==> src/sv/glyph_text_rect_generator_defines.svh <==
// ----------------------------------------------------------------------------
// Glyph text rectangle generator: assertion macros
// Shared property wrappers for the block's concurrent checks.
// ----------------------------------------------------------------------------
`ifndef GLYPH_TEXT_RECT_GENERATOR_DEFINES_SVH
`define GLYPH_TEXT_RECT_GENERATOR_DEFINES_SVH

// same-cycle implication, checked out of reset
`define GTRG_ASSERT_IMPL(label, clk, rst, ante, cons, msg) \
   label: assert property (@(posedge clk) disable iff (rst) (ante) |-> (cons)) else $error(msg);

// next-cycle implication, checked out of reset
`define GTRG_ASSERT_NEXT(label, clk, rst, ante, cons, msg) \
   label: assert property (@(posedge clk) disable iff (rst) (ante) |=> (cons)) else $error(msg);

`endif

==> src/sv/gtrg_pkg.sv <==
// ----------------------------------------------------------------------------
// Glyph text rectangle generator: package
// Widths, codes, font table and the job record passed from front to back.
// ----------------------------------------------------------------------------
`timescale 1ns / 1ps
`default_nettype none

package gtrg_pkg;

   // field widths
   localparam int COORD_W  = 14;
   localparam int SCALE_W  = 4;
   localparam int DIM_W    = 13;
   localparam int LIM_W    = DIM_W + 1;
   localparam int CHAR_W   = 8;
   localparam int RGB_W    = 24;
   localparam int X0_W     = 12;
   localparam int X1_W     = 13;
   localparam int SPAN_W   = 16;
   localparam int CSR_ADDR_W = 4;
   localparam int CSR_DATA_W = 32;
   localparam int REQ_DATA_W = 64;
   localparam int RSP_DATA_W = 80;

   // defaults of the top-level parameters
   localparam int DEF_MAX_DIM   = 4096;
   localparam int DEF_MAX_SCALE = 8;
   localparam int QUEUE_DEPTH   = 2;

   // register reset values
   localparam logic [DIM_W-1:0] WIDTH_RESET  = 13'd640;
   localparam logic [DIM_W-1:0] HEIGHT_RESET = 13'd480;

   // pen limits and advance
   localparam int PEN_MAX  = 8191;
   localparam int PEN_STEP = 6;

   // character folding
   localparam logic [CHAR_W-1:0] CHAR_FIRST  = 8'h20;
   localparam logic [CHAR_W-1:0] CHAR_LAST   = 8'h5A;
   localparam logic [CHAR_W-1:0] CHAR_SUBST  = 8'h3F;
   localparam logic [CHAR_W-1:0] LOWER_FIRST = 8'h61;
   localparam logic [CHAR_W-1:0] LOWER_LAST  = 8'h7A;
   localparam logic [CHAR_W-1:0] CASE_OFFSET = 8'h20;

   // luma weights
   localparam int LUMA_R = 77;
   localparam int LUMA_G = 150;
   localparam int LUMA_B = 29;

   // glyph geometry
   localparam int GLYPH_COLS  = 5;
   localparam int GLYPH_ROWS  = 8;
   localparam int MASK_W      = GLYPH_COLS * GLYPH_ROWS;
   localparam int ROW_W       = 3;
   localparam int FONT_LEN    = 59;
   localparam int GLYPH_IDX_W = 6;

   // configuration register indexes
   typedef enum logic [1:0] {
      REG_IMG_WIDTH  = 2'd0,
      REG_IMG_HEIGHT = 2'd1,
      REG_GRAY_MODE  = 2'd2
   } csr_index_type;

   // font: one entry per code from 0x20, columns 0..4 from the left, bit 0 top row
   localparam logic [MASK_W-1:0] FONT_ROM [FONT_LEN] = '{
      40'h0000000000, 40'h00005F0000, 40'h0007000700, 40'h147F147F14,
      40'h242A7F2A12, 40'h2313086462, 40'h3649562050, 40'h0008070300,
      40'h001C224100, 40'h0041221C00, 40'h2A1C7F1C2A, 40'h08083E0808,
      40'h0080703000, 40'h0808080808, 40'h0000606000, 40'h2010080402,
      40'h3E5149453E, 40'h00427F4000, 40'h7249494946, 40'h2141494D33,
      40'h1814127F10, 40'h2745454539, 40'h3C4A494931, 40'h4121110907,
      40'h3649494936, 40'h464949291E, 40'h0000140000, 40'h0040340000,
      40'h0008142241, 40'h1414141414, 40'h0041221408, 40'h0201590906,
      40'h3E415D594E, 40'h7C1211127C, 40'h7F49494936, 40'h3E41414122,
      40'h7F4141413E, 40'h7F49494941, 40'h7F09090901, 40'h3E41415173,
      40'h7F0808087F, 40'h00417F4100, 40'h2040413F01, 40'h7F08142241,
      40'h7F40404040, 40'h7F021C027F, 40'h7F0408107F, 40'h3E4141413E,
      40'h7F09090906, 40'h3E4151215E, 40'h7F09192946, 40'h2649494932,
      40'h03017F0103, 40'h3F4040403F, 40'h1F2040201F, 40'h3F4038403F,
      40'h6314081463, 40'h0304780403, 40'h6159494D43
   };

   // job handed from the front to the back
   typedef struct packed {
      logic [MASK_W-1:0]         mask;
      logic signed [COORD_W-1:0] pen_x;
      logic signed [COORD_W-1:0] pen_y;
      logic [SCALE_W-1:0]        scale;
      logic [RGB_W-1:0]          fill;
   } glyph_job_type;

   // queue occupancy flags
   typedef struct packed {
      logic full;
      logic empty;
   } queue_status_type;

   // glyph bits with column c in byte c, row r at bit r of that byte
   function automatic logic [MASK_W-1:0] glyph_bits(input logic [GLYPH_IDX_W-1:0] idx);
      logic [MASK_W-1:0] raw;
      logic [MASK_W-1:0] bits;
      raw  = '0;
      bits = '0;
      if (int'(idx) < FONT_LEN) begin
         raw = FONT_ROM[idx];
      end
      for (int c = 0; c < GLYPH_COLS; c++) begin
         bits[c*GLYPH_ROWS +: GLYPH_ROWS] = raw[(GLYPH_COLS-1-c)*GLYPH_ROWS +: GLYPH_ROWS];
      end
      return bits;
   endfunction

   // limit an image dimension to the largest supported size
   function automatic logic [LIM_W-1:0] clamp_dim(input logic [DIM_W-1:0] dim,
                                                  input logic [LIM_W-1:0] lim);
      logic [LIM_W-1:0] wide;
      wide = LIM_W'(dim);
      return (wide > lim) ? lim : wide;
   endfunction

endpackage

`default_nettype wire

==> src/sv/glyph_text_rect_generator.sv <==
// ----------------------------------------------------------------------------
// Glyph text rectangle generator: top level
// Turns characters into scaled, clipped fill rectangles of a 5x8 font.
// Input stream (req_): one beat per character; tuser[0] starts a new string
//   and loads pen position and scale from the beat. Output stream (rsp_):
//   one beat per visible glyph cell, tlast on the last one of a character.
// Register port (csr_): img_width at 0x0, img_height at 0x4, gray_mode at
//   0x8; write only while no character is in flight.
// Timing: a character passes the queue slot, walk registers and output register
//   before its first rectangle; unless stalled, the back end walks one glyph bit
//   per cycle up to the last visible one. The glyph bit walk sets the sustained
//   rate; characters with no visible cell take no back-end time.
// A two-entry job queue lets new characters enter while rectangles drain.
// A stalled rsp_tready holds the current rectangle and stops the bit walk;
//   req_tready drops once the queue is full.
// Reset clears the pen to (0,0) with scale 1 and the registers to 640, 480
//   and color mode, and empties the queue and output.
// ----------------------------------------------------------------------------
`timescale 1ns / 1ps
`default_nettype none
`include "glyph_text_rect_generator_defines.svh"

module glyph_text_rect_generator #(
   parameter int MAX_DIM   = gtrg_pkg::DEF_MAX_DIM,
   parameter int MAX_SCALE = gtrg_pkg::DEF_MAX_SCALE
) (
   input  wire logic                               clock,
   input  wire logic                               reset,
   // character beats
   input  wire logic                               req_tvalid,
   output      logic                               req_tready,
   // start_x[13:0], start_y[27:14], scale[31:28], char_code[39:32], colour_rgb[63:40]
   input  wire logic [gtrg_pkg::REQ_DATA_W-1:0]    req_tdata,
   // new_string[0]
   input  wire logic [0:0]                         req_tuser,
   // rectangle beats
   output      logic                               rsp_tvalid,
   input  wire logic                               rsp_tready,
   // rect_x0[11:0], rect_y0[23:12], rect_x1[36:24], rect_y1[49:37],
   // fill_value[73:50], zero[79:74]
   output      logic [gtrg_pkg::RSP_DATA_W-1:0]    rsp_tdata,
   output      logic                               rsp_tlast,
   // register port
   input  wire logic                               csr_psel,
   input  wire logic                               csr_penable,
   input  wire logic                               csr_pwrite,
   input  wire logic [gtrg_pkg::CSR_ADDR_W-1:0]    csr_paddr,
   input  wire logic [gtrg_pkg::CSR_DATA_W-1:0]    csr_pwdata,
   output      logic [gtrg_pkg::CSR_DATA_W-1:0]    csr_prdata,
   output      logic                               csr_pready
);

   localparam int DIM_W  = gtrg_pkg::DIM_W;
   localparam int LIM_W  = gtrg_pkg::LIM_W;
   localparam int DATA_W = gtrg_pkg::CSR_DATA_W;

   logic [DIM_W-1:0] width_ff, width_in;
   logic [DIM_W-1:0] height_ff, height_in;
   logic             gray_ff, gray_in;
   logic             csr_write;
   logic [1:0]       csr_index;
   logic [LIM_W-1:0] w_lim;
   logic [LIM_W-1:0] h_lim;

   gtrg_pkg::queue_status_type q_status;
   gtrg_pkg::glyph_job_type    fe_job;
   gtrg_pkg::glyph_job_type    head_job;
   logic                       fe_push;
   logic                       be_pop;

   logic [gtrg_pkg::X0_W-1:0]  rect_x0;
   logic [gtrg_pkg::X0_W-1:0]  rect_y0;
   logic [gtrg_pkg::X1_W-1:0]  rect_x1;
   logic [gtrg_pkg::X1_W-1:0]  rect_y1;
   logic [gtrg_pkg::RGB_W-1:0] fill_value;

   // register writes and reads
   assign csr_pready = 1'b1;
   assign csr_write  = csr_psel && csr_penable && csr_pwrite && csr_pready;
   assign csr_index  = csr_paddr[3:2];

   always_comb begin
      width_in  = width_ff;
      height_in = height_ff;
      gray_in   = gray_ff;
      if (csr_write) begin
         case (csr_index)
            gtrg_pkg::REG_IMG_WIDTH:  width_in  = csr_pwdata[DIM_W-1:0];
            gtrg_pkg::REG_IMG_HEIGHT: height_in = csr_pwdata[DIM_W-1:0];
            gtrg_pkg::REG_GRAY_MODE:  gray_in   = csr_pwdata[0];
            default: ;
         endcase
      end
   end

   always_comb begin
      case (csr_index)
         gtrg_pkg::REG_IMG_WIDTH:  csr_prdata = DATA_W'(width_ff);
         gtrg_pkg::REG_IMG_HEIGHT: csr_prdata = DATA_W'(height_ff);
         gtrg_pkg::REG_GRAY_MODE:  csr_prdata = DATA_W'(gray_ff);
         default:                  csr_prdata = '0;
      endcase
   end

   always_ff @(posedge clock) begin
      if (reset) begin
         width_ff  <= gtrg_pkg::WIDTH_RESET;
         height_ff <= gtrg_pkg::HEIGHT_RESET;
         gray_ff   <= 1'b0;
      end else begin
         width_ff  <= width_in;
         height_ff <= height_in;
         gray_ff   <= gray_in;
      end
   end

   // clip limits
   assign w_lim = gtrg_pkg::clamp_dim(width_ff, LIM_W'(MAX_DIM));
   assign h_lim = gtrg_pkg::clamp_dim(height_ff, LIM_W'(MAX_DIM));

   gtrg_front #(
      .MAX_SCALE (MAX_SCALE)
   ) u_front (
      .clock      (clock),
      .reset      (reset),
      .req_valid  (req_tvalid),
      .req_ready  (req_tready),
      .new_string (req_tuser[0]),
      .start_x    ($signed(req_tdata[13:0])),
      .start_y    ($signed(req_tdata[27:14])),
      .scale      (req_tdata[31:28]),
      .char_code  (req_tdata[39:32]),
      .colour_rgb (req_tdata[63:40]),
      .w_lim      (w_lim),
      .h_lim      (h_lim),
      .gray_mode  (gray_ff),
      .q_status   (q_status),
      .push       (fe_push),
      .job        (fe_job)
   );

   gtrg_queue #(
      .DEPTH (gtrg_pkg::QUEUE_DEPTH)
   ) u_queue (
      .clock    (clock),
      .reset    (reset),
      .push     (fe_push),
      .push_job (fe_job),
      .pop      (be_pop),
      .head_job (head_job),
      .status   (q_status)
   );

   gtrg_back u_back (
      .clock      (clock),
      .reset      (reset),
      .q_status   (q_status),
      .head_job   (head_job),
      .pop        (be_pop),
      .w_lim      (w_lim),
      .h_lim      (h_lim),
      .rsp_valid  (rsp_tvalid),
      .rsp_ready  (rsp_tready),
      .rect_x0    (rect_x0),
      .rect_y0    (rect_y0),
      .rect_x1    (rect_x1),
      .rect_y1    (rect_y1),
      .fill_value (fill_value),
      .last_rect  (rsp_tlast)
   );

   // pack the rectangle beat
   assign rsp_tdata = {6'b0, fill_value, rect_y1, rect_x1, rect_y0, rect_x0};

   // checks
   `GTRG_ASSERT_IMPL(a_no_overflow, clock, reset, fe_push, !q_status.full, "job pushed into a full queue")
   `GTRG_ASSERT_NEXT(a_push_lands, clock, reset, fe_push, !q_status.empty, "pushed job not visible in queue")
   `GTRG_ASSERT_IMPL(a_rect_area, clock, reset, rsp_tvalid, ({1'b0, rect_x0} < rect_x1) && ({1'b0, rect_y0} < rect_y1), "empty rectangle emitted")
   `GTRG_ASSERT_IMPL(a_rect_inside, clock, reset, rsp_tvalid, ({1'b0, rect_x1} <= w_lim) && ({1'b0, rect_y1} <= h_lim), "rectangle beyond image edge")

endmodule

`default_nettype wire

==> src/sv/gtrg_front.sv <==
// ----------------------------------------------------------------------------
// Glyph text rectangle generator: front end
// Accepts characters, keeps the pen, folds the code, looks up the glyph and
// masks off columns and rows that clip away; queues jobs with visible bits.
// ----------------------------------------------------------------------------
`timescale 1ns / 1ps
`default_nettype none

module gtrg_front #(
   parameter int MAX_SCALE = gtrg_pkg::DEF_MAX_SCALE
) (
   input  wire logic                                 clock,
   input  wire logic                                 reset,
   input  wire logic                                 req_valid,
   output      logic                                 req_ready,
   input  wire logic                                 new_string,
   input  wire logic signed [gtrg_pkg::COORD_W-1:0]  start_x,
   input  wire logic signed [gtrg_pkg::COORD_W-1:0]  start_y,
   input  wire logic [gtrg_pkg::SCALE_W-1:0]         scale,
   input  wire logic [gtrg_pkg::CHAR_W-1:0]          char_code,
   input  wire logic [gtrg_pkg::RGB_W-1:0]           colour_rgb,
   input  wire logic [gtrg_pkg::LIM_W-1:0]           w_lim,
   input  wire logic [gtrg_pkg::LIM_W-1:0]           h_lim,
   input  wire logic                                 gray_mode,
   input  wire gtrg_pkg::queue_status_type           q_status,
   output      logic                                 push,
   output      gtrg_pkg::glyph_job_type              job
);

   localparam int SPAN_W  = gtrg_pkg::SPAN_W;
   localparam int SCALE_W = gtrg_pkg::SCALE_W;
   localparam int COORD_W = gtrg_pkg::COORD_W;

   logic signed [COORD_W-1:0] pen_x_ff, pen_x_in;
   logic signed [COORD_W-1:0] pen_y_ff, pen_y_in;
   logic [SCALE_W-1:0]        scale_ff, scale_in;

   logic                      accept;
   logic [SCALE_W-1:0]        sc_load;
   logic signed [COORD_W-1:0] px;
   logic signed [COORD_W-1:0] py;
   logic [SCALE_W-1:0]        s;
   logic [gtrg_pkg::CHAR_W-1:0] ch;
   logic [gtrg_pkg::MASK_W-1:0] glyph;
   logic [gtrg_pkg::GLYPH_COLS-1:0] col_vis;
   logic [gtrg_pkg::GLYPH_ROWS-1:0] row_vis;
   logic [gtrg_pkg::MASK_W-1:0] mask;
   logic [15:0]               luma_sum;
   logic [gtrg_pkg::RGB_W-1:0] fill;
   logic signed [SPAN_W-1:0]  pen_next;

   // take a beat whenever the queue has room
   assign req_ready = !q_status.full;
   assign accept    = req_valid && req_ready;

   // pick the pen for this character
   always_comb begin
      sc_load = scale;
      if (scale == '0) begin
         sc_load = SCALE_W'(1);
      end else if ({1'b0, scale} > (SCALE_W+1)'(MAX_SCALE)) begin
         sc_load = SCALE_W'(MAX_SCALE);
      end
      px = new_string ? start_x : pen_x_ff;
      py = new_string ? start_y : pen_y_ff;
      s  = new_string ? sc_load : scale_ff;
   end

   // fold lower case, substitute unknown codes, fetch the glyph
   always_comb begin
      ch = char_code;
      if (ch >= gtrg_pkg::LOWER_FIRST && ch <= gtrg_pkg::LOWER_LAST) begin
         ch = ch - gtrg_pkg::CASE_OFFSET;
      end
      if (ch < gtrg_pkg::CHAR_FIRST || ch > gtrg_pkg::CHAR_LAST) begin
         ch = gtrg_pkg::CHAR_SUBST;
      end
      glyph = gtrg_pkg::glyph_bits(gtrg_pkg::GLYPH_IDX_W'(ch - gtrg_pkg::CHAR_FIRST));
   end

   // mark columns and rows that keep some area after clipping
   always_comb begin
      logic signed [SPAN_W-1:0] pos;
      logic signed [SPAN_W-1:0] pos_end;
      pos     = '0;
      pos_end = '0;
      for (int c = 0; c < gtrg_pkg::GLYPH_COLS; c++) begin
         pos     = SPAN_W'(px) + SPAN_W'(c) * SPAN_W'(s);
         pos_end = pos + SPAN_W'(s);
         col_vis[c] = !pos_end[SPAN_W-1] && (pos_end != '0) && (w_lim != '0)
                      && (pos < $signed(SPAN_W'(w_lim)));
      end
      for (int r = 0; r < gtrg_pkg::GLYPH_ROWS; r++) begin
         pos     = SPAN_W'(py) + SPAN_W'(r) * SPAN_W'(s);
         pos_end = pos + SPAN_W'(s);
         row_vis[r] = !pos_end[SPAN_W-1] && (pos_end != '0) && (h_lim != '0)
                      && (pos < $signed(SPAN_W'(h_lim)));
      end
      for (int c = 0; c < gtrg_pkg::GLYPH_COLS; c++) begin
         for (int r = 0; r < gtrg_pkg::GLYPH_ROWS; r++) begin
            mask[c*gtrg_pkg::GLYPH_ROWS + r] = glyph[c*gtrg_pkg::GLYPH_ROWS + r]
                                               && col_vis[c] && row_vis[r];
         end
      end
   end

   // fill value: packed color or luma
   always_comb begin
      luma_sum = 16'(gtrg_pkg::LUMA_R) * {8'b0, colour_rgb[23:16]}
               + 16'(gtrg_pkg::LUMA_G) * {8'b0, colour_rgb[15:8]}
               + 16'(gtrg_pkg::LUMA_B) * {8'b0, colour_rgb[7:0]};
      fill = gray_mode ? {16'b0, luma_sum[15:8]} : colour_rgb;
   end

   // advance the pen, saturate at the coordinate maximum
   always_comb begin
      pen_next = SPAN_W'(px) + SPAN_W'(gtrg_pkg::PEN_STEP) * SPAN_W'(s);
      if (pen_next > $signed(SPAN_W'(gtrg_pkg::PEN_MAX))) begin
         pen_next = SPAN_W'(gtrg_pkg::PEN_MAX);
      end
      pen_x_in = accept ? COORD_W'(pen_next) : pen_x_ff;
      pen_y_in = accept ? py : pen_y_ff;
      scale_in = accept ? s : scale_ff;
   end

   always_ff @(posedge clock) begin
      if (reset) begin
         pen_x_ff <= '0;
         pen_y_ff <= '0;
         scale_ff <= SCALE_W'(1);
      end else begin
         pen_x_ff <= pen_x_in;
         pen_y_ff <= pen_y_in;
         scale_ff <= scale_in;
      end
   end

   // queue only characters that draw something
   assign push      = accept && (mask != '0);
   assign job.mask  = mask;
   assign job.pen_x = px;
   assign job.pen_y = py;
   assign job.scale = s;
   assign job.fill  = fill;

endmodule

`default_nettype wire

==> src/sv/gtrg_queue.sv <==
// ----------------------------------------------------------------------------
// Glyph text rectangle generator: job queue
// Short first-in first-out buffer between the front and the back.
// ----------------------------------------------------------------------------
`timescale 1ns / 1ps
`default_nettype none

module gtrg_queue #(
   parameter int DEPTH = gtrg_pkg::QUEUE_DEPTH
) (
   input  wire logic                     clock,
   input  wire logic                     reset,
   input  wire logic                     push,
   input  wire gtrg_pkg::glyph_job_type  push_job,
   input  wire logic                     pop,
   output      gtrg_pkg::glyph_job_type  head_job,
   output      gtrg_pkg::queue_status_type status
);

   // depth of at least two
   localparam int PTR_W = $clog2(DEPTH);
   localparam int CNT_W = $clog2(DEPTH + 1);

   gtrg_pkg::glyph_job_type slots_ff [DEPTH];
   logic [PTR_W-1:0] wr_ptr_ff, wr_ptr_in;
   logic [PTR_W-1:0] rd_ptr_ff, rd_ptr_in;
   logic [CNT_W-1:0] count_ff, count_in;

   // advance pointers with wrap, track fill level
   always_comb begin
      wr_ptr_in = wr_ptr_ff;
      rd_ptr_in = rd_ptr_ff;
      count_in  = count_ff;
      if (push) begin
         wr_ptr_in = (wr_ptr_ff == PTR_W'(DEPTH - 1)) ? '0 : wr_ptr_ff + PTR_W'(1);
      end
      if (pop) begin
         rd_ptr_in = (rd_ptr_ff == PTR_W'(DEPTH - 1)) ? '0 : rd_ptr_ff + PTR_W'(1);
      end
      if (push && !pop) begin
         count_in = count_ff + CNT_W'(1);
      end else if (pop && !push) begin
         count_in = count_ff - CNT_W'(1);
      end
   end

   always_ff @(posedge clock) begin
      if (reset) begin
         wr_ptr_ff <= '0;
         rd_ptr_ff <= '0;
         count_ff  <= '0;
      end else begin
         wr_ptr_ff <= wr_ptr_in;
         rd_ptr_ff <= rd_ptr_in;
         count_ff  <= count_in;
      end
   end

   // store the job
   always_ff @(posedge clock) begin
      if (push) begin
         slots_ff[wr_ptr_ff] <= push_job;
      end
   end

   assign head_job     = slots_ff[rd_ptr_ff];
   assign status.full  = (count_ff == CNT_W'(DEPTH));
   assign status.empty = (count_ff == '0);

endmodule

`default_nettype wire

==> src/sv/gtrg_back.sv <==
// ----------------------------------------------------------------------------
// Glyph text rectangle generator: back end
// Walks a job's glyph bits column-major, one bit per cycle unless stalled, and
// emits a clipped rectangle for each visible bit through an output register.
// ----------------------------------------------------------------------------
`timescale 1ns / 1ps
`default_nettype none

module gtrg_back (
   input  wire logic                             clock,
   input  wire logic                             reset,
   input  wire gtrg_pkg::queue_status_type       q_status,
   input  wire gtrg_pkg::glyph_job_type          head_job,
   output      logic                             pop,
   input  wire logic [gtrg_pkg::LIM_W-1:0]       w_lim,
   input  wire logic [gtrg_pkg::LIM_W-1:0]       h_lim,
   output      logic                             rsp_valid,
   input  wire logic                             rsp_ready,
   output      logic [gtrg_pkg::X0_W-1:0]        rect_x0,
   output      logic [gtrg_pkg::X0_W-1:0]        rect_y0,
   output      logic [gtrg_pkg::X1_W-1:0]        rect_x1,
   output      logic [gtrg_pkg::X1_W-1:0]        rect_y1,
   output      logic [gtrg_pkg::RGB_W-1:0]       fill_value,
   output      logic                             last_rect
);

   localparam int SPAN_W = gtrg_pkg::SPAN_W;
   localparam int MASK_W = gtrg_pkg::MASK_W;
   localparam int X0_W   = gtrg_pkg::X0_W;
   localparam int X1_W   = gtrg_pkg::X1_W;
   localparam int ROW_W  = gtrg_pkg::ROW_W;

   // walk state
   logic                       busy_ff, busy_in;
   logic [MASK_W-1:0]          mask_ff, mask_in;
   logic [ROW_W-1:0]           row_ff, row_in;
   logic signed [SPAN_W-1:0]   x_ff, x_in;
   logic signed [SPAN_W-1:0]   y_ff, y_in;
   logic signed [gtrg_pkg::COORD_W-1:0] base_y_ff, base_y_in;
   logic [gtrg_pkg::SCALE_W-1:0] scale_ff, scale_in;
   logic [gtrg_pkg::RGB_W-1:0] fill_ff, fill_in;

   // output register
   logic                       out_valid_ff, out_valid_in;
   logic [X0_W-1:0]            x0_ff, x0_in;
   logic [X0_W-1:0]            y0_ff, y0_in;
   logic [X1_W-1:0]            x1_ff, x1_in;
   logic [X1_W-1:0]            y1_ff, y1_in;
   logic [gtrg_pkg::RGB_W-1:0] fv_ff, fv_in;
   logic                       last_ff, last_in;

   logic                       out_free;
   logic                       step;
   logic                       last_bit;
   logic                       load;
   logic signed [SPAN_W-1:0]   x_end;
   logic signed [SPAN_W-1:0]   y_end;

   assign out_free = !out_valid_ff || rsp_ready;
   assign step     = busy_ff && out_free;
   assign last_bit = (mask_ff[MASK_W-1:1] == '0);
   assign load     = !q_status.empty && (!busy_ff || (step && last_bit));
   assign pop      = load;
   assign x_end    = x_ff + SPAN_W'(scale_ff);
   assign y_end    = y_ff + SPAN_W'(scale_ff);

   // load a new job or advance to the next glyph bit
   always_comb begin
      busy_in   = busy_ff;
      mask_in   = mask_ff;
      row_in    = row_ff;
      x_in      = x_ff;
      y_in      = y_ff;
      base_y_in = base_y_ff;
      scale_in  = scale_ff;
      fill_in   = fill_ff;
      if (load) begin
         busy_in   = 1'b1;
         mask_in   = head_job.mask;
         row_in    = '0;
         x_in      = SPAN_W'(head_job.pen_x);
         y_in      = SPAN_W'(head_job.pen_y);
         base_y_in = head_job.pen_y;
         scale_in  = head_job.scale;
         fill_in   = head_job.fill;
      end else if (step) begin
         busy_in = !last_bit;
         mask_in = mask_ff >> 1;
         if (row_ff == ROW_W'(gtrg_pkg::GLYPH_ROWS - 1)) begin
            row_in = '0;
            x_in   = x_end;
            y_in   = SPAN_W'(base_y_ff);
         end else begin
            row_in = row_ff + ROW_W'(1);
            y_in   = y_end;
         end
      end
   end

   // clip the current cell and hold it until taken
   always_comb begin
      out_valid_in = out_valid_ff;
      x0_in        = x0_ff;
      y0_in        = y0_ff;
      x1_in        = x1_ff;
      y1_in        = y1_ff;
      fv_in        = fv_ff;
      last_in      = last_ff;
      if (step && mask_ff[0]) begin
         out_valid_in = 1'b1;
         x0_in   = x_ff[SPAN_W-1] ? '0 : x_ff[X0_W-1:0];
         y0_in   = y_ff[SPAN_W-1] ? '0 : y_ff[X0_W-1:0];
         x1_in   = (x_end > $signed(SPAN_W'(w_lim))) ? X1_W'(w_lim) : x_end[X1_W-1:0];
         y1_in   = (y_end > $signed(SPAN_W'(h_lim))) ? X1_W'(h_lim) : y_end[X1_W-1:0];
         fv_in   = fill_ff;
         last_in = last_bit;
      end else if (rsp_ready) begin
         out_valid_in = 1'b0;
      end
   end

   always_ff @(posedge clock) begin
      if (reset) begin
         busy_ff      <= 1'b0;
         out_valid_ff <= 1'b0;
      end else begin
         busy_ff      <= busy_in;
         out_valid_ff <= out_valid_in;
      end
   end

   always_ff @(posedge clock) begin
      mask_ff   <= mask_in;
      row_ff    <= row_in;
      x_ff      <= x_in;
      y_ff      <= y_in;
      base_y_ff <= base_y_in;
      scale_ff  <= scale_in;
      fill_ff   <= fill_in;
      x0_ff     <= x0_in;
      y0_ff     <= y0_in;
      x1_ff     <= x1_in;
      y1_ff     <= y1_in;
      fv_ff     <= fv_in;
      last_ff   <= last_in;
   end

   assign rsp_valid  = out_valid_ff;
   assign rect_x0    = x0_ff;
   assign rect_y0    = y0_ff;
   assign rect_x1    = x1_ff;
   assign rect_y1    = y1_ff;
   assign fill_value = fv_ff;
   assign last_rect  = last_ff;

endmodule

`default_nettype wire
==> config.mk <==
export PLATFORM = sky130hd
export DESIGN_NAME = glyph_text_rect_generator
export DESIGN_NICKNAME = d
export VERILOG_FILES = /design/src/sv/gtrg_pkg.sv /design/src/sv/glyph_text_rect_generator.sv /design/src/sv/gtrg_front.sv /design/src/sv/gtrg_queue.sv /design/src/sv/gtrg_back.sv
export VERILOG_INCLUDE_DIRS = /design/src /design/src/sv
export SDC_FILE = /design/constraint.sdc
export NUM_CORES = 1
export LEC_CHECK = 0
export BUFFER_PORTS_ARGS = -buffer_cell sky130_fd_sc_hd__buf_4
export CELL_PAD_IN_SITES_DETAIL_PLACEMENT = 0
export CELL_PAD_IN_SITES_GLOBAL_PLACEMENT = 1
export CORE_ASPECT_RATIO = 2
export CORE_UTILIZATION = 40
export CTS_BUF_LIST = sky130_fd_sc_hd__clkbuf_2 sky130_fd_sc_hd__clkbuf_4 sky130_fd_sc_hd__clkbuf_8
export DETAILED_ROUTE_END_ITERATION = 10
export HOLD_SLACK_MARGIN = 0.06
export MAX_ROUTING_LAYER = met4
export PLACE_DENSITY_LB_ADDON = 0.1
export SLEW_MARGIN = 20
export SYNTH_ARGS = -nofsm -noshare
export SYNTH_HDL_FRONTEND = slang
export SYNTH_SLANG_ARGS = --single-unit
export TNS_END_PERCENT = 1
==> constraint.sdc <==
create_clock -name clock -period 16.8 [get_ports clock]
set_input_delay 3.36 -clock clock [delete_from_list [all_inputs] [get_ports clock]]
set_output_delay 3.36 -clock clock [all_outputs]
set_load 0.05 [all_outputs]
==> impl_results.rst, run 1 <==
.. list-table::
   :header-rows: 1

   * - Metric
     - Value
   * - Total number of vias
     - between 30,000 and 40,000
   * - Global-route wire length before repair
     - around 210,000 um
   * - Largest fanout on the critical path
     - 53
   * - Number of buffers inserted during clock tree synthesis
     - 69
   * - Mapped cell area
     - 0.0374 sq mm
   * - Global route overflow
     - 0
   * - Die height
     - between 400 and 500 um
   * - HPWL reported at the end of detailed placement
     - 116,000 um
   * - Final min period
     - approximately 12,000 ps
   * - Starting DRT DRC Count
     - 1,926
   * - Clock latency on the worst-skew pair
     - approximately 760 ps
   * - Growth of design area from synthesis to finish
     - 11.4%
   * - Total negative slack
     - 0 ps
   * - Count of different cell masters after synthesis
     - 117
   * - Relative slew slack
     - 0.264
   * - M1 wire length
     - 47,700 um
   * - Top routing layer in use
     - met4
   * - Layout cell share with drive strength beyond 1
     - 0.130
   * - Final Net Count
     - 4,683
   * - IO buf count
     - between 150 and 200
   * - Number of slew-limit violations in the final report
     - 0
   * - Number of top-level pins
     - 224
   * - Via count of the first global-routing pass
     - around 33,000
   * - GP Congestion
     - 1.02
   * - Slowest cell on crit path
     - a21boi_0
   * - Number of levels in the clock H-tree
     - 3
   * - Antenna violations before repair
     - 4
   * - Die area
     - 0.0947 sq mm
   * - Post-cts repair resize count
     - 0
   * - Number of search-and-repair iterations in the first detailed-routing pass
     - 6
   * - Run status
     - finished, final reports clean
   * - Number of buffers added for setup after CTS
     - 0
   * - Average vias per placed instance
     - slightly above 6
   * - Initial core utilization
     - 0.404
   * - Pin count of the biggest net entering global routing
     - about 90
   * - TritonCTS clock tree
     - yes
   * - Sequential cell area fraction in the yosys report
     - 0.336
   * - Core area
     - 0.0925 sq mm
   * - Total power divided by cell area
     - 147 mW/mm^2
   * - Average routed wire per standard cell
     - around 28 um
   * - Share of async-settable or async-resettable flops after synthesis
     - 0
   * - Sum of routed wire length over all layers
     - ~150,000 um
   * - Static leakage
     - between 15 and 20 nW
   * - Fin cells
     - roughly 5,400
   * - Cell type with the highest aggregate area in the netlist
     - edfxtp_1
   * - Critical Setup Path Class
     - input pin to flip-flop
   * - Peak supply drop
     - between 0.1 and 0.15 mV
   * - Area contributors post-synth
     - edfxtp_1, ha_1, fa_1
   * - Worst Skew
     - between 50 and 60 ps
   * - Worst Hold Slack
     - around 410 ps
   * - Total number of yosys warnings
     - 0
   * - Nature of the critical path startpoint
     - input pin
   * - RSZ-0062 raised after global routing
     - false
   * - Met3 WL post-DR
     - between 6000 and 7000 um
   * - Critical path's largest stage delay
     - 790 ps
   * - TritonCTS Sinks
     - roughly 440
   * - Remaining antenna violation count after routing
     - 0
   * - Transition time of the tightest slew-check pin
     - ~1100 ps
   * - GRT Overall Usage
     - 0.322
   * - Most common cell type on the critical path
     - buf_4
   * - Clock-pin transition on the worst setup and hold timing paths
     - ~70 ps
   * - Mean Syn Cell Area
     - approximately 9.5 sq um
   * - Synth Flop Type
     - edfxtp_1
   * - Hold-fix buffer count after cts
     - 0
   * - Crit path arrival time
     - 12,550 ps
   * - Cell row count
     - between 150 and 200
   * - Max capacitance violation total
     - 0
   * - Crit. End Element
     - flip-flop
   * - Upper clock frequency limit
     - about 82 MHz
   * - Placed cell count
     - ~5,200
   * - Buffer depth of the longest clock path
     - 3
   * - Synthesized flop and latch total
     - 441
   * - Routed length on met2
     - ~81,000 um
   * - Number of failing setup endpoints in the final timing report
     - 0
   * - CP required
     - 17,160 ps
   * - Share of the synthesized area in the top cell type
     - 0.299
   * - Number of synthesized flops with an enable pin
     - between 300 and 400
   * - Number of endpoints with negative hold slack in the final report
     - 0
   * - Portion of the clock cycle consumed by the worst path in the final layout
     - 0.725
   * - DR DRC count
     - 0
   * - Width of the chip
     - between 200 and 250 um
   * - Count of mapped cells out of synthesis
     - slightly below 4,000
   * - Root Buffer Master
     - clkbuf_8
   * - Type of the tightest min-delay check
     - flip-flop to flip-flop
-- path summary, 6_finish.rpt --
kind / start / end / cells past startpoint / slack, ps
hold / removal: u_back.fill_ff[19] / u_back.fill_value[19] / 0 / 410
hold reg to reg: u_back.fill_ff[19] / u_back.fill_value[19] / 0 / 410
setup reg to reg: u_front.scale_ff[1] / u_queue.slots_ff[1][19] / 25 / 7840
setup / recovery: req_tuser / u_queue.slots_ff[1][19] / 27 / 4610
-- report_power, final --
group | total, mW | switching (mW) | internal, mW
combinational | 3.37 | 2.10 | 1.28
sequential | 1.81 | 0.169 | 1.64
clock | 0.951 | 0.473 | 0.479
-- layout make-up --
cell class,instances,area [sq um]
diodes,2,5.00
clock inverters,30,249
flip-flops and latches,441,12600
clock buffers,86,1100
inverters,241,910
multi-input cells,3096,23200
repair buffers,272,2070
fillers,9212,50900
well taps,1200,1500
-- sequential cells by signal, indices dropped and copies added, names as in the netlist, 13 cells and up, named ones only --
name	count
u_back.mask_ff	39
u_back.rect_x1	13
u_back.y_ff	16
u_front.pen_x_ff	14
u_back.rect_y1	13
u_back.fill_value	24
u_front.pen_y_ff	14
width_ff	13
height_ff	13
u_back.x_ff	16
u_back.base_y_ff	14
u_queue.slots_ff	184
u_back.fill_ff	24
-- routing by layer --
layer | GRT usage | vias up
met5 | - | -
met4 | 0.261 | 0
met3 | 0.0428 | 546
met2 | 0.604 | 1122
met1 | 0.283 | 15600
li1 | - | 15100
-- cells in the mapped netlist, types with 24 or more instances --
library cell and instances:
mux2i_1 113, and2_1 35, o211ai_1 44, nor2b_1 80
dfxtp_1 69, nor3_1 87, o21ai_0 201, a31oi_1 47
a21o_1 84, nor4_1 44, clkbuf_1 109, xnor2_1 118
and3_1 40, edfxtp_1 372, nand3_1 99, inv_1 228
xor2_1 45, nand2_1 300, ha_1 384, a21oi_1 264
nand2b_1 29, fa_1 70, buf_4 29, a211oi_1 91
nor2_1 270, nand4_1 64, o21a_1 40, mux2_2 55
or3_1 24, a211o_1 33
-- worst max-delay path: cells and delay by family --
family / cells / cell delay (ps)
xor gates and xnor gates: 2 / 820
AOI/OAI and AO/OA: 11 / 3580
adders and majority gates: 3 / 890
buffers and inverters: 4 / 1890
and+or+nand+nor: 7 / 1900
-- metrics by stage --
stage | instance area (sq um) | setup WS (ps) | utilization | total power, mW
3_5_place_dp | 40200 | 3530 | 0.435 | 5.20
6_report | 41600 | 4610 | 0.450 | 6.14
3_3_place_gp | 40200 | 3530 | 0.435 | 5.16
4_1_cts | 41600 | 4320 | 0.449 | 6.18
2_1_floorplan | 37400 | 2020 | - | 4.21
5_1_grt | 41600 | 4190 | 0.450 | 6.59
-- logic make-up (layout without fill, tap and decap cells) --
family,after synthesis,in the layout,share of synthesized area
AOI/OAI and AO/OA,1054,1054,0.190
xor gates and xnor gates,167,167,0.0403
adders and majority gates,454,454,0.166
buffers and inverters,415,629,0.0466
DFF,441,441,0.336
muxes,180,180,0.0529
other,2,28,0.000201
and+or+nand+nor,1215,1215,0.168
-- layout by cell type, fill, tap and decap left out, types with 44 or more instances in the layout --
| master | count |
|---|---|
| inv_1 | 226 |
| o21ai_0 | 199 |
| a211oi_1 | 91 |
| a31oi_1 | 47 |
| fa_1 | 70 |
| a21oi_1 | 264 |
| a21o_1 | 84 |
| nor2_1 | 270 |
| nor3_1 | 84 |
| clkbuf_8 | 72 |
| xnor2_1 | 118 |
| dfxtp_1 | 68 |
| nand2_1 | 299 |
| ha_1 | 384 |
| nand4_1 | 64 |
| nor2b_1 | 79 |
| o211ai_1 | 44 |
| buf_4 | 270 |
| mux2_2 | 55 |
| edfxtp_1 | 372 |
| nand3_1 | 99 |
| mux2i_1 | 112 |
| xor2_1 | 45 |
Power figures use the tool's default switching activity.
==> inputs of run 2 (changes only) <==
- clock period: 16.8 -> 10.6 ns (I/O delays scaled with it)
==> run 2 against run 1 <==
Compared with the run above:
- count of clock-buffer cells in the layout is the same
- cell count rose by 0.75%
- utilization rose by 0.44 points
- routed wire length up 2.6%
- sequential share of layout area shrank 0.29 points
- die area unchanged
- design area up 0.98%
- first-iteration DRC count up 1.1%
- sequential cell count unchanged
- hold slack worse by 17 ps
- sequential power is 58% higher
==> impl_results.rst, run 2 (synthesis results as in run 1) <==
.. list-table::
   :header-rows: 1

   * - Metric
     - Value
   * - Width of the chip
     - 218 um (unchanged)
   * - Largest fanout on the critical path
     - 54 (+1.9%)
   * - Die area
     - 0.0947 sq mm (unchanged)
   * - Remaining antenna violation count after routing
     - 0 (unchanged)
   * - Post-cts repair resize count
     - 0 (unchanged)
   * - Total number of vias
     - 32,600 (+0.68%)
   * - Upper clock frequency limit
     - around 110 MHz
   * - Total negative slack
     - 0 ps (unchanged)
   * - Most common cell after layout, fill and taps aside
     - ha_1
   * - Buffer depth of the longest clock path
     - 3 (unchanged)
   * - Clock latency on the worst-skew pair
     - 760 ps (about the same)
   * - Number of levels in the clock H-tree
     - 3 (unchanged)
   * - Worst-case hold path end point
     - u_back.fill_value[22]
   * - Number of search-and-repair iterations in the first detailed-routing pass
     - 7 (+1)
   * - Placed cell count
     - 5,278 (+0.55%)
   * - Core area
     - 0.0925 sq mm (unchanged)
   * - Growth of design area from synthesis to finish
     - 12.5%
   * - Pin count of the biggest net entering global routing
     - 73 (-20%)
   * - Die height
     - 434 um (unchanged)
   * - Final min period
     - ~9400 ps
   * - Sum of routed wire length over all layers
     - 152,000 um (+2.6%)
   * - Nature of the critical path startpoint
     - input pin
   * - R2R Setup Slk
     - 2670 ps (-5170 ps)
   * - Average routed wire per standard cell
     - 28.2 um (+1.9%)
   * - Largest register FFs
     - 184 (unchanged)
   * - Number of failing setup endpoints in the final timing report
     - 0 (unchanged)
   * - Hold Crit Depth
     - 0 (unchanged)
   * - Number of top-level pins
     - 224 (unchanged)
   * - Reg with most FFs
     - u_queue.slots_ff
   * - GP Congestion
     - 1.02 (+0.26%)
   * - Peak supply drop
     - 0.242 mV (+72%)
   * - Fin cells
     - 5,408 (+0.75%)
   * - Number of endpoints with negative hold slack in the final report
     - 0 (unchanged)
   * - DR DRC count
     - 0 (unchanged)
   * - Final Net Count
     - 4,713 (+0.64%)
   * - Relative slew slack
     - 0.208 (-0.0557)
   * - Type of the tightest min-delay check
     - flip-flop to flip-flop
   * - TritonCTS clock tree
     - yes
   * - Total power
     - 9.89 mW (+61%)
   * - Number of buffers added for setup after CTS
     - 0 (unchanged)
   * - Max capacitance violation total
     - 0 (unchanged)
   * - Crit path arrival time
     - 9810 ps (-2740 ps)
   * - Total power divided by cell area
     - 235 mW/mm^2 (+60%)
   * - IO buf count
     - 176 (unchanged)
   * - Critical Setup Path Class
     - input pin to flip-flop
   * - Root Buffer Master
     - clkbuf_8
   * - HPWL reported at the end of detailed placement
     - 120,000 um (+3.4%)
   * - Starting DRT DRC Count
     - 1,947 (+1.1%)
   * - Clock-pin transition on the worst setup and hold timing paths
     - 80 ps (about the same)
   * - Hold-fix buffer count after cts
     - 0 (unchanged)
   * - Via count of the first global-routing pass
     - 33,400 (+2.4%)
   * - TritonCTS Sinks
     - 441 (unchanged)
   * - Initial core utilization
     - 0.404 (unchanged)
   * - Top Registers
     - u_queue.slots_ff: 184 flops, u_back.mask_ff: 39 flops
   * - Global-route wire length before repair
     - 219,000 um (+2.9%)
   * - Average vias per placed instance
     - 6.04 (about the same)
   * - GRT Overall Usage
     - 0.332 (+0.00997)
   * - CP required
     - 11,000 ps (-6160 ps)
   * - Hold path start
     - u_back.fill_ff[22]
   * - Global route overflow
     - 0 (unchanged)
   * - RR Startpoint
     - u_front.scale_ff[1]
   * - Critical register-to-register path endpoint
     - u_queue.slots_ff[0][24]
   * - Run status
     - finished, final reports clean
   * - Worst Skew
     - 44.1 ps (-7.73 ps)
   * - Commonest cells after routing, fill and taps aside
     - ha_1, edfxtp_1, nand2_1
   * - Transition time of the tightest slew-check pin
     - 1170 ps (+69.3 ps)
   * - Cell row count
     - 158 (unchanged)
   * - Antenna violations before repair
     - 4 (unchanged)
   * - Crit. End Element
     - flip-flop
   * - Static leakage
     - 17.3 nW (+1.4%)
   * - Number of buffers inserted during clock tree synthesis
     - 71 (+2.9%)
   * - Layout cell share with drive strength beyond 1
     - 0.139 (+0.00906)
   * - Portion of the clock cycle consumed by the worst path in the final layout
     - 0.888
   * - RSZ-0062 raised after global routing
     - false
   * - Number of slew-limit violations in the final report
     - 0 (unchanged)
   * - Number of cell instances on the worst register-to-register path
     - 27 (+8.0%)
[run 2: cell count changes in the layout (fill, tap and decap cells not counted), sizes merged]
cell | before | now
bufinv | 3 | 6
diode | 2 | 4
buf | 272 | 300
clkinv | 24 | 29
clkinvlp | 4 | 6
[run 2: worst max path at each step]
stage               startpoint                      end  slack, ps  cells past startpoint
detailed placement   req_tuser  u_queue.slots_ff[0][55]        470                     25
global placement     req_tuser  u_queue.slots_ff[0][50]        650                     25
CTS                  req_tuser  u_queue.slots_ff[0][72]       1260                     25
global route         req_tuser  u_queue.slots_ff[0][24]        710                     25
finish               req_tuser  u_queue.slots_ff[0][24]       1190                     25
floorplan            req_tuser   u_queue.slots_ff[0][0]       -180                     29
[run 2: layout make-up]
class	instances	area, sq um
clock buffers	86	1110
well taps	1200	1500
flip-flops and latches	441	12600
multi-input cells	3096	23200
diodes	4	10.0
inverters	241	910
fillers	9154	50500
repair buffers	300	2300
clock inverters	40	415
[run 2: routing by layer]
| layer | vias to the layer above | global-route usage | part of all wire |
|---|---|---|---|
| met5 | - | - | 0 |
| met4 | 0 | 0.280 | 0.10 |
| met3 | 603 | 0.0506 | 0.046 |
| met2 | 1183 | 0.625 | 0.54 |
| met1 | 15700 | 0.282 | 0.31 |
| li1 | 15200 | - | - |
[run 2: stage by stage]
step	util	area, sq um	hold WS (ps)	worst slack, ps
floorplan	-	37400	400	-177
global placement	0.438	40500	402	650
detailed placement	0.438	40500	405	468
CTS	0.454	42000	398	1260
global route	0.454	42000	412	709
finish	0.454	42000	396	1190
[run 2: power by group]
part / total (mW) / internal, mW / leakage [nW] / switching, mW
combinational: 5.39 / 2.05 / 12.4 / 3.35
sequential: 2.86 / 2.60 / 4.07 / 0.257
clock: 1.64 / 0.858 / 0.783 / 0.778
[run 2: worst max-delay path, cell delays in order]
cell	delay, ps
buf_4	360
mux2i_1	470
inv_1	400
ha_1	470
a31oi_1	110
xnor2_1	510
ha_1	300
o21ai_0	110
a21oi_1	330
o22ai_1	350
nand2b_1	260
xnor2_1	380
ha_1	330
a211oi_1	270
o41ai_1	120
nor3_1	430
nor2_1	170
a211o_1	350
nor4b_1	680
nand4b_1	240
nor4_4	80
a21oi_1	170
buf_4	170
nor2b_4	220
buf_12	310
